[src/sv/gts_pkg.sv]
// Package: constants, codes and table row type of the goodness thread scheduler.
package gts_pkg;

    localparam int MAX_SLOTS = 64;
    localparam int SLOT_W    = $clog2(MAX_SLOTS);
    localparam int CNT_W     = $clog2(MAX_SLOTS + 1);

    localparam int MODE_W  = 2;
    localparam int IDX_W   = 6;
    localparam int TIME_W  = 32;
    localparam int STATE_W = 2;
    localparam int PRIO_W  = 8;
    localparam int SNIP_W  = 10;
    localparam int CFG_W   = 7;

    localparam logic [SNIP_W-1:0] SNIP_MAX = 10'd1023;

    localparam logic [MODE_W-1:0] MODE_WRITE = 2'd0;
    localparam logic [MODE_W-1:0] MODE_TICK  = 2'd1;
    localparam logic [MODE_W-1:0] MODE_PICK  = 2'd2;

    localparam logic [STATE_W-1:0] ST_RUNNING = 2'd1;
    localparam logic [STATE_W-1:0] ST_EXITED  = 2'd2;

    typedef struct packed {
        logic               valid;
        logic [STATE_W-1:0] state;
        logic               kernel;
        logic [PRIO_W-1:0]  prio;
        logic [TIME_W-1:0]  wakeup;
        logic [SNIP_W-1:0]  snippet;
    } t_row;

    localparam int ROW_W = $bits(t_row);

endpackage

[src/sv/gts_if.sv]
// Interfaces: input item channel and result item channel.
interface gts_in_if;
    logic                        valid;
    logic                        ready;
    logic [gts_pkg::MODE_W-1:0]  mode;
    logic [gts_pkg::IDX_W-1:0]   slot_index;
    logic [gts_pkg::TIME_W-1:0]  current_time;
    logic                        slot_valid_in;
    logic [gts_pkg::STATE_W-1:0] slot_state_in;
    logic                        on_kernel_in;
    logic [gts_pkg::PRIO_W-1:0]  priority_in;
    logic [gts_pkg::TIME_W-1:0]  wakeup_in;
    logic [gts_pkg::SNIP_W-1:0]  snippet_in;

    modport source (
        output valid, mode, slot_index, current_time, slot_valid_in, slot_state_in,
               on_kernel_in, priority_in, wakeup_in, snippet_in,
        input  ready
    );
    modport sink (
        input  valid, mode, slot_index, current_time, slot_valid_in, slot_state_in,
               on_kernel_in, priority_in, wakeup_in, snippet_in,
        output ready
    );
endinterface

interface gts_out_if;
    logic                       valid;
    logic                       ready;
    logic [gts_pkg::IDX_W-1:0]  picked_slot;
    logic                       picked_found;
    logic                       all_zero_stuck;
    logic                       resched_flag;

    modport source (
        output valid, picked_slot, picked_found, all_zero_stuck, resched_flag,
        input  ready
    );
    modport sink (
        input  valid, picked_slot, picked_found, all_zero_stuck, resched_flag,
        output ready
    );
endinterface

[src/sv/gts_ram.sv]
// Generic single-write, single-read RAM with registered read data.
module gts_ram #(
    parameter int WIDTH = 8,
    parameter int DEPTH = 64
) (
    input  logic                     i_clk,
    input  logic                     i_we,
    input  logic [$clog2(DEPTH)-1:0] i_waddr,
    input  logic [WIDTH-1:0]         i_wdata,
    input  logic [$clog2(DEPTH)-1:0] i_raddr,
    output logic [WIDTH-1:0]         o_rdata
);
    logic [WIDTH-1:0] r_mem [DEPTH];
    logic [WIDTH-1:0] r_rdata;

    always_ff @(posedge i_clk) begin
        if (i_we) begin
            r_mem[i_waddr] <= i_wdata;
        end
        r_rdata <= r_mem[i_raddr];
    end

    assign o_rdata = r_rdata;
endmodule

[src/sv/goodness_thread_scheduler_top.sv]
// Goodness thread scheduler: thread table, tick and pick sequencer.
//
// Input channel i_in (valid/ready) carries one item: a slot write, a tick,
// a pick, or for any other mode a no-op. Output channel o_out returns
// exactly one result item per input item. The scan length comes from the
// active_slots register, to be written through i_cfg_we / i_cfg_wdata only
// while the block is idle; the block itself does not enforce this. The
// table sits in one RAM row per slot; a per-slot written flag, cleared by
// reset, makes never-written rows read as zero, so no clearing pass. Tick
// and pick sweep the first min(active_slots, 64) slots of the table through
// one read-modify-write unit; pick adds a refill sweep when candidates
// exist and all their counters are zero. Each slot passes a read state
// (S_RD) and a process state (S_PROC), as the RAM read data is registered.
// i_in.ready is high only while idle; one item is in work at a time, so a
// new item is taken only once the last one is through.
// The result sits in an output register; while the receiver stalls, a
// new item may be taken and processed, and it waits at its end until the
// register frees. Reset (i_rst_n low, synchronous) empties the table,
// clears active_slots and drops any pending result.
module goodness_thread_scheduler_top (
    input  logic                       i_clk,
    input  logic                       i_rst_n,
    gts_in_if.sink                     i_in,
    gts_out_if.source                  o_out,
    input  logic                       i_cfg_we,
    input  logic [gts_pkg::CFG_W-1:0]  i_cfg_wdata
);
    import gts_pkg::*;

    typedef enum logic [3:0] {
        S_IDLE = 4'b0001,
        S_RD   = 4'b0010,
        S_PROC = 4'b0100,
        S_FIN  = 4'b1000
    } t_state;

    t_state               r_state, n_state;
    logic [CFG_W-1:0]     r_active;
    logic [MAX_SLOTS-1:0] r_written;
    logic                 r_rd_written;
    logic [MODE_W-1:0]    r_mode;
    logic [TIME_W-1:0]    r_now;
    logic [CNT_W-1:0]     r_len;
    logic [CNT_W-1:0]     r_idx, n_idx;
    logic                 r_refill, n_refill;
    logic                 r_found, n_found;
    logic [SNIP_W-1:0]    r_best_val, n_best_val;
    logic [SLOT_W-1:0]    r_best_idx, n_best_idx;
    logic                 r_sched, n_sched;
    logic                 r_out_valid;
    logic [IDX_W-1:0]     r_out_slot;
    logic                 r_out_found;
    logic                 r_out_stuck;
    logic                 r_out_sched;

    logic                 in_acc;
    logic                 ram_we;
    logic [SLOT_W-1:0]    ram_waddr;
    t_row                 ram_wdata;
    t_row                 ram_rdata;
    t_row                 cur_row;
    t_row                 new_row;
    logic                 row_wr;
    logic                 cand;
    logic [SNIP_W:0]      refill_sum;
    logic                 out_free;

    assign in_acc   = i_in.valid && i_in.ready;
    assign out_free = !r_out_valid || o_out.ready;

    gts_ram #(
        .WIDTH(ROW_W),
        .DEPTH(MAX_SLOTS)
    ) u_ram (
        .i_clk  (i_clk),
        .i_we   (ram_we),
        .i_waddr(ram_waddr),
        .i_wdata(ram_wdata),
        .i_raddr(r_idx[SLOT_W-1:0]),
        .o_rdata(ram_rdata)
    );

    assign cur_row    = r_rd_written ? ram_rdata : '0;
    assign refill_sum = {3'b000, cur_row.prio} + {2'b00, cur_row.snippet[SNIP_W-1:1]};

    // read-modify-write unit for one slot
    always_comb begin
        new_row = cur_row;
        row_wr  = 1'b0;
        n_sched = r_sched;
        case (r_mode)
            MODE_TICK: begin
                if (cur_row.valid && cur_row.kernel) begin
                    if (cur_row.snippet == '0) begin
                        n_sched = 1'b1;
                    end else begin
                        new_row.snippet = cur_row.snippet - SNIP_W'(1);
                        row_wr          = 1'b1;
                    end
                end
            end
            MODE_PICK: begin
                if (r_refill) begin
                    if (cur_row.valid) begin
                        new_row.snippet = (refill_sum > {1'b0, SNIP_MAX}) ? SNIP_MAX
                                          : refill_sum[SNIP_W-1:0];
                        row_wr          = 1'b1;
                    end
                end else if (cur_row.valid && cur_row.state != ST_EXITED
                             && r_now > cur_row.wakeup) begin
                    new_row.state = ST_RUNNING;
                    row_wr        = 1'b1;
                end
            end
            default: ;
        endcase
        cand = new_row.valid && !new_row.kernel && new_row.state == ST_RUNNING;
    end

    always_comb begin
        ram_we    = 1'b0;
        ram_waddr = r_idx[SLOT_W-1:0];
        ram_wdata = new_row;
        if (r_state == S_IDLE && in_acc && i_in.mode == MODE_WRITE) begin
            ram_we            = 1'b1;
            ram_waddr         = SLOT_W'(i_in.slot_index);
            ram_wdata.valid   = i_in.slot_valid_in;
            ram_wdata.state   = i_in.slot_state_in;
            ram_wdata.kernel  = i_in.on_kernel_in;
            ram_wdata.prio    = i_in.priority_in;
            ram_wdata.wakeup  = i_in.wakeup_in;
            ram_wdata.snippet = i_in.snippet_in;
        end else if (r_state == S_PROC && row_wr) begin
            ram_we = 1'b1;
        end
    end

    always_comb begin
        n_state    = r_state;
        n_idx      = r_idx;
        n_refill   = r_refill;
        n_found    = r_found;
        n_best_val = r_best_val;
        n_best_idx = r_best_idx;
        unique case (r_state)
            S_IDLE: begin
                if (in_acc) begin
                    n_idx      = '0;
                    n_refill   = 1'b0;
                    n_found    = 1'b0;
                    n_best_val = '0;
                    n_best_idx = '0;
                    n_state    = (i_in.mode == MODE_TICK || i_in.mode == MODE_PICK) ? S_RD
                                 : S_FIN;
                end
            end
            S_RD: begin
                if (r_idx < r_len) begin
                    n_state = S_PROC;
                end else if (r_mode == MODE_PICK && !r_refill && r_found
                             && r_best_val == '0) begin
                    n_idx      = '0;
                    n_refill   = 1'b1;
                    n_found    = 1'b0;
                    n_best_idx = '0;
                end else begin
                    n_state = S_FIN;
                end
            end
            S_PROC: begin
                if (cand && (!r_found || new_row.snippet > r_best_val)) begin
                    n_found    = 1'b1;
                    n_best_val = new_row.snippet;
                    n_best_idx = r_idx[SLOT_W-1:0];
                end
                n_idx   = r_idx + CNT_W'(1);
                n_state = S_RD;
            end
            S_FIN: begin
                if (out_free) begin
                    n_state = S_IDLE;
                end
            end
            default: n_state = S_IDLE;
        endcase
    end

    always_ff @(posedge i_clk) begin
        if (!i_rst_n) begin
            r_state     <= S_IDLE;
            r_active    <= '0;
            r_written   <= '0;
            r_out_valid <= 1'b0;
            r_sched     <= 1'b0;
        end else begin
            r_state <= n_state;
            if (i_cfg_we) begin
                r_active <= i_cfg_wdata;
            end
            if (ram_we) begin
                r_written[ram_waddr] <= 1'b1;
            end
            if (r_state == S_IDLE && in_acc) begin
                r_sched <= 1'b0;
            end else if (r_state == S_PROC) begin
                r_sched <= n_sched;
            end
            if (r_state == S_FIN && out_free) begin
                r_out_valid <= 1'b1;
            end else if (o_out.ready) begin
                r_out_valid <= 1'b0;
            end
        end
    end

    always_ff @(posedge i_clk) begin
        r_idx        <= n_idx;
        r_refill     <= n_refill;
        r_found      <= n_found;
        r_best_val   <= n_best_val;
        r_best_idx   <= n_best_idx;
        r_rd_written <= r_written[r_idx[SLOT_W-1:0]];
        if (r_state == S_IDLE && in_acc) begin
            r_mode <= i_in.mode;
            r_now  <= i_in.current_time;
            r_len  <= (32'(r_active) > 32'(MAX_SLOTS)) ? CNT_W'(MAX_SLOTS)
                      : CNT_W'(r_active);
        end
        if (r_state == S_FIN && out_free) begin
            r_out_found <= r_mode == MODE_PICK && r_found && r_best_val != '0;
            r_out_stuck <= r_mode == MODE_PICK && r_found && r_best_val == '0;
            r_out_sched <= r_mode == MODE_TICK && r_sched;
            r_out_slot  <= (r_mode == MODE_PICK && r_found && r_best_val != '0)
                           ? IDX_W'(r_best_idx) : '0;
        end
    end

    assign i_in.ready            = r_state == S_IDLE;
    assign o_out.valid           = r_out_valid;
    assign o_out.picked_slot     = r_out_slot;
    assign o_out.picked_found    = r_out_found;
    assign o_out.all_zero_stuck  = r_out_stuck;
    assign o_out.resched_flag    = r_out_sched;

endmodule

[src/flat_wrapper.sv]
// flat-port wrapper written by rule: the top's interface ports become plain ports
module goodness_thread_scheduler_top_flat import gts_pkg::*;
  (i_clk, i_rst_n, i_cfg_we, i_cfg_wdata, i_in_valid, i_in_mode, i_in_slot_index, i_in_current_time, i_in_slot_valid_in, i_in_slot_state_in, i_in_on_kernel_in, i_in_priority_in, i_in_wakeup_in, i_in_snippet_in, i_in_ready, o_out_valid, o_out_picked_slot, o_out_picked_found, o_out_all_zero_stuck, o_out_resched_flag, o_out_ready);
  gts_in_if i_in_i ();
  gts_out_if o_out_i ();
  input  logic i_clk;
  input  logic i_rst_n;
  input  logic i_cfg_we;
  input  logic [gts_pkg::CFG_W-1:0] i_cfg_wdata;
  input wire logic [$bits(i_in_i.valid)-1:0] i_in_valid;
  input wire logic [$bits(i_in_i.mode)-1:0] i_in_mode;
  input wire logic [$bits(i_in_i.slot_index)-1:0] i_in_slot_index;
  input wire logic [$bits(i_in_i.current_time)-1:0] i_in_current_time;
  input wire logic [$bits(i_in_i.slot_valid_in)-1:0] i_in_slot_valid_in;
  input wire logic [$bits(i_in_i.slot_state_in)-1:0] i_in_slot_state_in;
  input wire logic [$bits(i_in_i.on_kernel_in)-1:0] i_in_on_kernel_in;
  input wire logic [$bits(i_in_i.priority_in)-1:0] i_in_priority_in;
  input wire logic [$bits(i_in_i.wakeup_in)-1:0] i_in_wakeup_in;
  input wire logic [$bits(i_in_i.snippet_in)-1:0] i_in_snippet_in;
  output wire logic [$bits(i_in_i.ready)-1:0] i_in_ready;
  output wire logic [$bits(o_out_i.valid)-1:0] o_out_valid;
  output wire logic [$bits(o_out_i.picked_slot)-1:0] o_out_picked_slot;
  output wire logic [$bits(o_out_i.picked_found)-1:0] o_out_picked_found;
  output wire logic [$bits(o_out_i.all_zero_stuck)-1:0] o_out_all_zero_stuck;
  output wire logic [$bits(o_out_i.resched_flag)-1:0] o_out_resched_flag;
  input wire logic [$bits(o_out_i.ready)-1:0] o_out_ready;
  assign i_in_i.valid = i_in_valid;
  assign i_in_i.mode = i_in_mode;
  assign i_in_i.slot_index = i_in_slot_index;
  assign i_in_i.current_time = i_in_current_time;
  assign i_in_i.slot_valid_in = i_in_slot_valid_in;
  assign i_in_i.slot_state_in = i_in_slot_state_in;
  assign i_in_i.on_kernel_in = i_in_on_kernel_in;
  assign i_in_i.priority_in = i_in_priority_in;
  assign i_in_i.wakeup_in = i_in_wakeup_in;
  assign i_in_i.snippet_in = i_in_snippet_in;
  assign i_in_ready = i_in_i.ready;
  assign o_out_valid = o_out_i.valid;
  assign o_out_picked_slot = o_out_i.picked_slot;
  assign o_out_picked_found = o_out_i.picked_found;
  assign o_out_all_zero_stuck = o_out_i.all_zero_stuck;
  assign o_out_resched_flag = o_out_i.resched_flag;
  assign o_out_i.ready = o_out_ready;
  goodness_thread_scheduler_top u_core (.i_clk(i_clk), .i_rst_n(i_rst_n), .i_in(i_in_i), .o_out(o_out_i), .i_cfg_we(i_cfg_we), .i_cfg_wdata(i_cfg_wdata));
endmodule
[config.mk]
export PLATFORM = sky130hd
export DESIGN_NAME = goodness_thread_scheduler_top_flat
export DESIGN_NICKNAME = d
export VERILOG_FILES = /design/src/sv/gts_pkg.sv /design/src/sv/gts_if.sv /design/src/sv/gts_ram.sv /design/src/sv/goodness_thread_scheduler_top.sv /design/src/flat_wrapper.sv
export SDC_FILE = /design/constraint.sdc
export NUM_CORES = 2
export LEC_CHECK = 0
export BUFFER_PORTS_ARGS = -buffer_cell sky130_fd_sc_hd__buf_2
export CORE_AREA = 2 2 510 512
export DETAILED_ROUTE_END_ITERATION = 7
export DIE_AREA = 0 0 512 514
export PLACE_DENSITY = 0.71
export SLEW_MARGIN = 20
export SYNTH_ARGS = -nofsm -noshare
export SYNTH_HDL_FRONTEND = slang
export SYNTH_HIERARCHICAL = 1
export SYNTH_SLANG_ARGS = --single-unit
[constraint.sdc]
create_clock -name i_clk -period 21.5 [get_ports i_clk]
set_input_delay 2.15 -clock i_clk [delete_from_list [all_inputs] [get_ports i_clk]]
set_output_delay 2.15 -clock i_clk [all_outputs]
set_load 0.005 [all_outputs]
==> metrics <==
result of the run completed; clk sinks 3663; remaining routing DRC violations 0; Leakage 0.0496 uW; width of the die 512 um; xor and xnor fraction of the mapped netlist area 0.000868; number of buffers inserted for hold repair after clock tree synthesis 0; crit-path max FO 33; IO Count 117; number of fill cells in the layout 17.2k; count of different cell masters after synthesis 75; First DRT Iteration DRCs 11.3k; combined area of all synthesized cells 0.141 mm^2; kind of capture point of the worst setup path register; pin count of the biggest net entering global routing 93; worst hold path endpoint u_core/r_written[26]; GRT Residual Overflow 0; number of endpoints failing setup at the final stage 0; type of the setup path with the least slack reg2reg; max-cap violations 0; Slew HR 0.205; Final Wtd Congestion 0.862; post-CTS resize count 0; Post-DRT Antenna Nets 0; final worst hold slack 0.444 ns; CP required 22.00 ns; overall routed net length 382000 um; number of antenna violations at the first check in global routing 10; Post-Synth Adder-Cell Area 0.00526; Simple-Gate Fraction of Synth Area 0.0212; vias in the first global route 69.9k; data arrival time of the critical path 8.12 ns; average vias per placed instance 6.84; instance count of the mapped netlist 6487; pins over their slew limit 0; TritonCTS buffer count 366; hold wc startpoint u_core/r_written[26]; floorplan die height 514 um; Skew-Pair Late Insertion Delay 0.93 ns; number of buffer cells added on primary ports 116; sequential-to-total area share from yosys stat 0.769; unrepaired setup endpoints after global routing no; Final Cycle Share 0.354; first-pass GRT wire length 535000 um; multiplexer area fraction after synthesis 0.162; total negative setup slack 0 ns; core area 0.258 mm^2; post-synth net total 6650; number of cell instances on the worst register-to-register path 13; final-stage net count 6964; Vias 71.9k; total of warnings raised by yosys 6; combined global-route utilization of all metal layers 0.289; post-layout min period 7.61 ns; final hold viol count 0; hold crit path type reg2reg; synthesized-area fraction occupied by ao, oa, aoi and oai cells 0.0273; power density normalized to cell area 110 mW/mm^2; post-synthesis average cell area 21.8 um^2; R2R Setup Slk 13.89 ns; share of cells above drive strength 1 0.281; maximum achievable frequency 131 MHz; async set-or-reset flop fraction in the synthesized netlist 0; total number of H-tree levels 5; clock tree from TritonCTS built; worst setup path start u_core/r_rd_written; cell chosen for the clock root sky130_fd_sc_hd__clkbuf_16; Synth-to-Final Area Change 12.4%; Detail Placement HPWL 221000 um; flip-flop and latch count after synthesis 3663; main combinational cell family by area after synthesis multiplexers; maximum vdd ir drop 0.0783 mV; Synth Flop Type sky130_fd_sc_hd__edfxtp_1; first-pass detailed-route iteration total 6; Core Rows 187; transition time at the pin with the least slew margin 1.19 ns; cell depth of the worst min-delay path 2; number of buffers on the longest clock path 4; overall die area 0.263 mm^2; Worst R2R End u_core/u_ram/r_mem[46][44]; clock-pin slew reported for the worst setup and hold paths after clock tree synthesis 0.06 ns; number of enable-type register cells in the synthesized netlist 3531; maximum clock skew at final layout 0.0985 ns; startpoint class of the critical path register; beginning of the worst register-to-register path u_core/r_rd_written; Routed wire per std cell 36.4 um; Setup Buffers After CTS 0; effective utilization at floorplan 0.548
## final cells by class
class                      instances  area, um^2  share of cell area
sequential                      3663      109000               0.684
clock inverter                   210        2110              0.0133
inverter                          35         134            0.000843
clock buffer                     458        9730              0.0612
antenna                            5        12.5           0.0000788
timing repair buffer             320        2370              0.0149
tap                             3402        4260              0.0268
multi-input combinational       2415       31600               0.199
## report_power, final
group | total (uW) | internal, uW | switching (uW)
Clock | 6310 | 3640 | 2680
Combinational | 3160 | 1210 | 1940
Sequential | 8020 | 7930 | 85.9
Total | 17500 | 12800 | 4710
## synth_stat cells, types with 12 or more instances
| library cell | count | share of area |
|---|---|---|
| sky130_fd_sc_hd__o22ai_1 | 171 | 0.0076 |
| sky130_fd_sc_hd__o221ai_1 | 54 | 0.0033 |
| sky130_fd_sc_hd__mux2_2 | 61 | 0.0049 |
| sky130_fd_sc_hd__buf_4 | 30 | 0.0016 |
| sky130_fd_sc_hd__o21ai_0 | 107 | 0.0038 |
| sky130_fd_sc_hd__or3_1 | 12 | 0.00053 |
| sky130_fd_sc_hd__mux2i_1 | 58 | 0.0041 |
| sky130_fd_sc_hd__buf_6 | 42 | 0.0033 |
| sky130_fd_sc_hd__buf_1 | 57 | 0.0015 |
| sky130_fd_sc_hd__o31ai_1 | 60 | 0.0032 |
| sky130_fd_sc_hd__nand3_1 | 32 | 0.0011 |
| sky130_fd_sc_hd__a21oi_1 | 107 | 0.0038 |
| sky130_fd_sc_hd__ha_1 | 57 | 0.0050 |
| sky130_fd_sc_hd__nor2_1 | 205 | 0.0054 |
| sky130_fd_sc_hd__nor3_1 | 18 | 0.00064 |
| sky130_fd_sc_hd__a31oi_1 | 32 | 0.0014 |
| sky130_fd_sc_hd__nand4_1 | 13 | 0.00058 |
| sky130_fd_sc_hd__nand2_1 | 262 | 0.0070 |
| sky130_fd_sc_hd__inv_1 | 31 | 0.00082 |
| sky130_fd_sc_hd__edfxtp_1 | 3531 | 0.75 |
| sky130_fd_sc_hd__dfxtp_1 | 132 | 0.019 |
| sky130_fd_sc_hd__nor2b_1 | 32 | 0.0014 |
| sky130_fd_sc_hd__and2_1 | 30 | 0.0013 |
| sky130_fd_sc_hd__clkbuf_1 | 156 | 0.0041 |
| sky130_fd_sc_hd__buf_2 | 88 | 0.0031 |
| sky130_fd_sc_hd__nand2b_1 | 16 | 0.00071 |
| sky130_fd_sc_hd__mux4_2 | 957 | 0.15 |
## state kept, by name, indices dropped and copies added, names as in the netlist
register and cells:
u_core/r_now 32, u_core/u_ram/r_mem 3456, u_core/r_found 1, u_core/o_out.resched_flag 1, u_core/r_idx 7, u_core/r_best_val 10
u_core/r_active 7, u_core/r_rd_written 1, u_core/r_written 64, u_core/u_ram/o_rdata 54, u_core/r_mode 2, u_core/r_state 4
u_core/o_out.valid 1, u_core/r_best_idx 6, u_core/o_out.all_zero_stuck 1, u_core/r_len 7, u_core/r_refill 1, u_core/o_out.picked_found 1
u_core/o_out.picked_slot 6, u_core/r_sched 1
## cell families (layout without fill, tap and decap cells)
kind of cell	after synthesis	in the layout
flip-flops	3663	3663
multiplexers	1077	1077
AND/OR/NAND/NOR	665	665
AO/OA/AOI/OAI	599	599
buffers and inverters	409	1023
adder cells (fa/ha/maj)	60	60
XOR/XNOR	14	14
other	0	5
## worst max path at each step
stage                            endpoint  slack (ns)  cells past startpoint
2_1_floorplan   u_core/u_ram/r_mem[48][0]       13.17                     17
3_3_place_gp    u_core/u_ram/r_mem[7][20]       14.20                     10
3_5_place_dp   u_core/u_ram/r_mem[47][44]       14.19                     10
4_1_cts        u_core/u_ram/r_mem[46][48]       14.27                     13
5_1_grt        u_core/u_ram/r_mem[46][44]       13.83                     13
6_report       u_core/u_ram/r_mem[46][44]       13.89                     13
## cells in the final DEF (no fill, tap or decap), types with 74 or more instances in the layout
cell and count:
sky130_fd_sc_hd__a21oi_1 106, sky130_fd_sc_hd__buf_2 116, sky130_fd_sc_hd__buf_4 182, sky130_fd_sc_hd__clkbuf_1 74
sky130_fd_sc_hd__clkbuf_16 370, sky130_fd_sc_hd__clkinv_1 90, sky130_fd_sc_hd__dfxtp_1 131, sky130_fd_sc_hd__edfxtp_1 3531
sky130_fd_sc_hd__mux4_2 957, sky130_fd_sc_hd__nand2_1 258, sky130_fd_sc_hd__nor2_1 141, sky130_fd_sc_hd__o22ai_1 171
## layer usage
layer,track usage,vias up,share of wire
li1,-,27980,-
met1,0.404,38225,0.36
met2,0.446,4975,0.47
met3,0.0728,707,0.12
met4,0.108,2,0.042
met5,0,-,0.000037
## metrics by stage
step | area [um^2] | util | cells | worst slack (ns) | power (uW)
2_1_floorplan | 141000 | - | 6487 | 13.17 | 10100
3_5_place_dp | 147000 | 0.570 | 9835 | 14.19 | 11300
4_1_cts | 159000 | 0.615 | 10503 | 14.27 | 17500
5_1_grt | 159000 | 0.616 | 10505 | 13.83 | 17900
3_3_place_gp | 147000 | 0.569 | 9830 | 14.20 | 11300
6_report | 159000 | 0.616 | 10508 | 13.89 | 17500
## critical path: stages, from the launching register on
cell,delay [ns]
sky130_fd_sc_hd__dfxtp_4,0.73
sky130_fd_sc_hd__nand2_1,0.22
sky130_fd_sc_hd__ha_1,0.39
sky130_fd_sc_hd__nand4_2,0.17
sky130_fd_sc_hd__nor4_2,0.84
sky130_fd_sc_hd__or3b_1,0.43
sky130_fd_sc_hd__a31oi_1,0.45
sky130_fd_sc_hd__o31ai_1,0.23
sky130_fd_sc_hd__a21boi_0,0.21
sky130_fd_sc_hd__o31ai_1,0.63
sky130_fd_sc_hd__nor2b_1,0.35
sky130_fd_sc_hd__nand3_1,0.59
sky130_fd_sc_hd__nor2_4,1.14
sky130_fd_sc_hd__buf_4,0.71
Note: power is estimated with default switching activity, not from simulation.
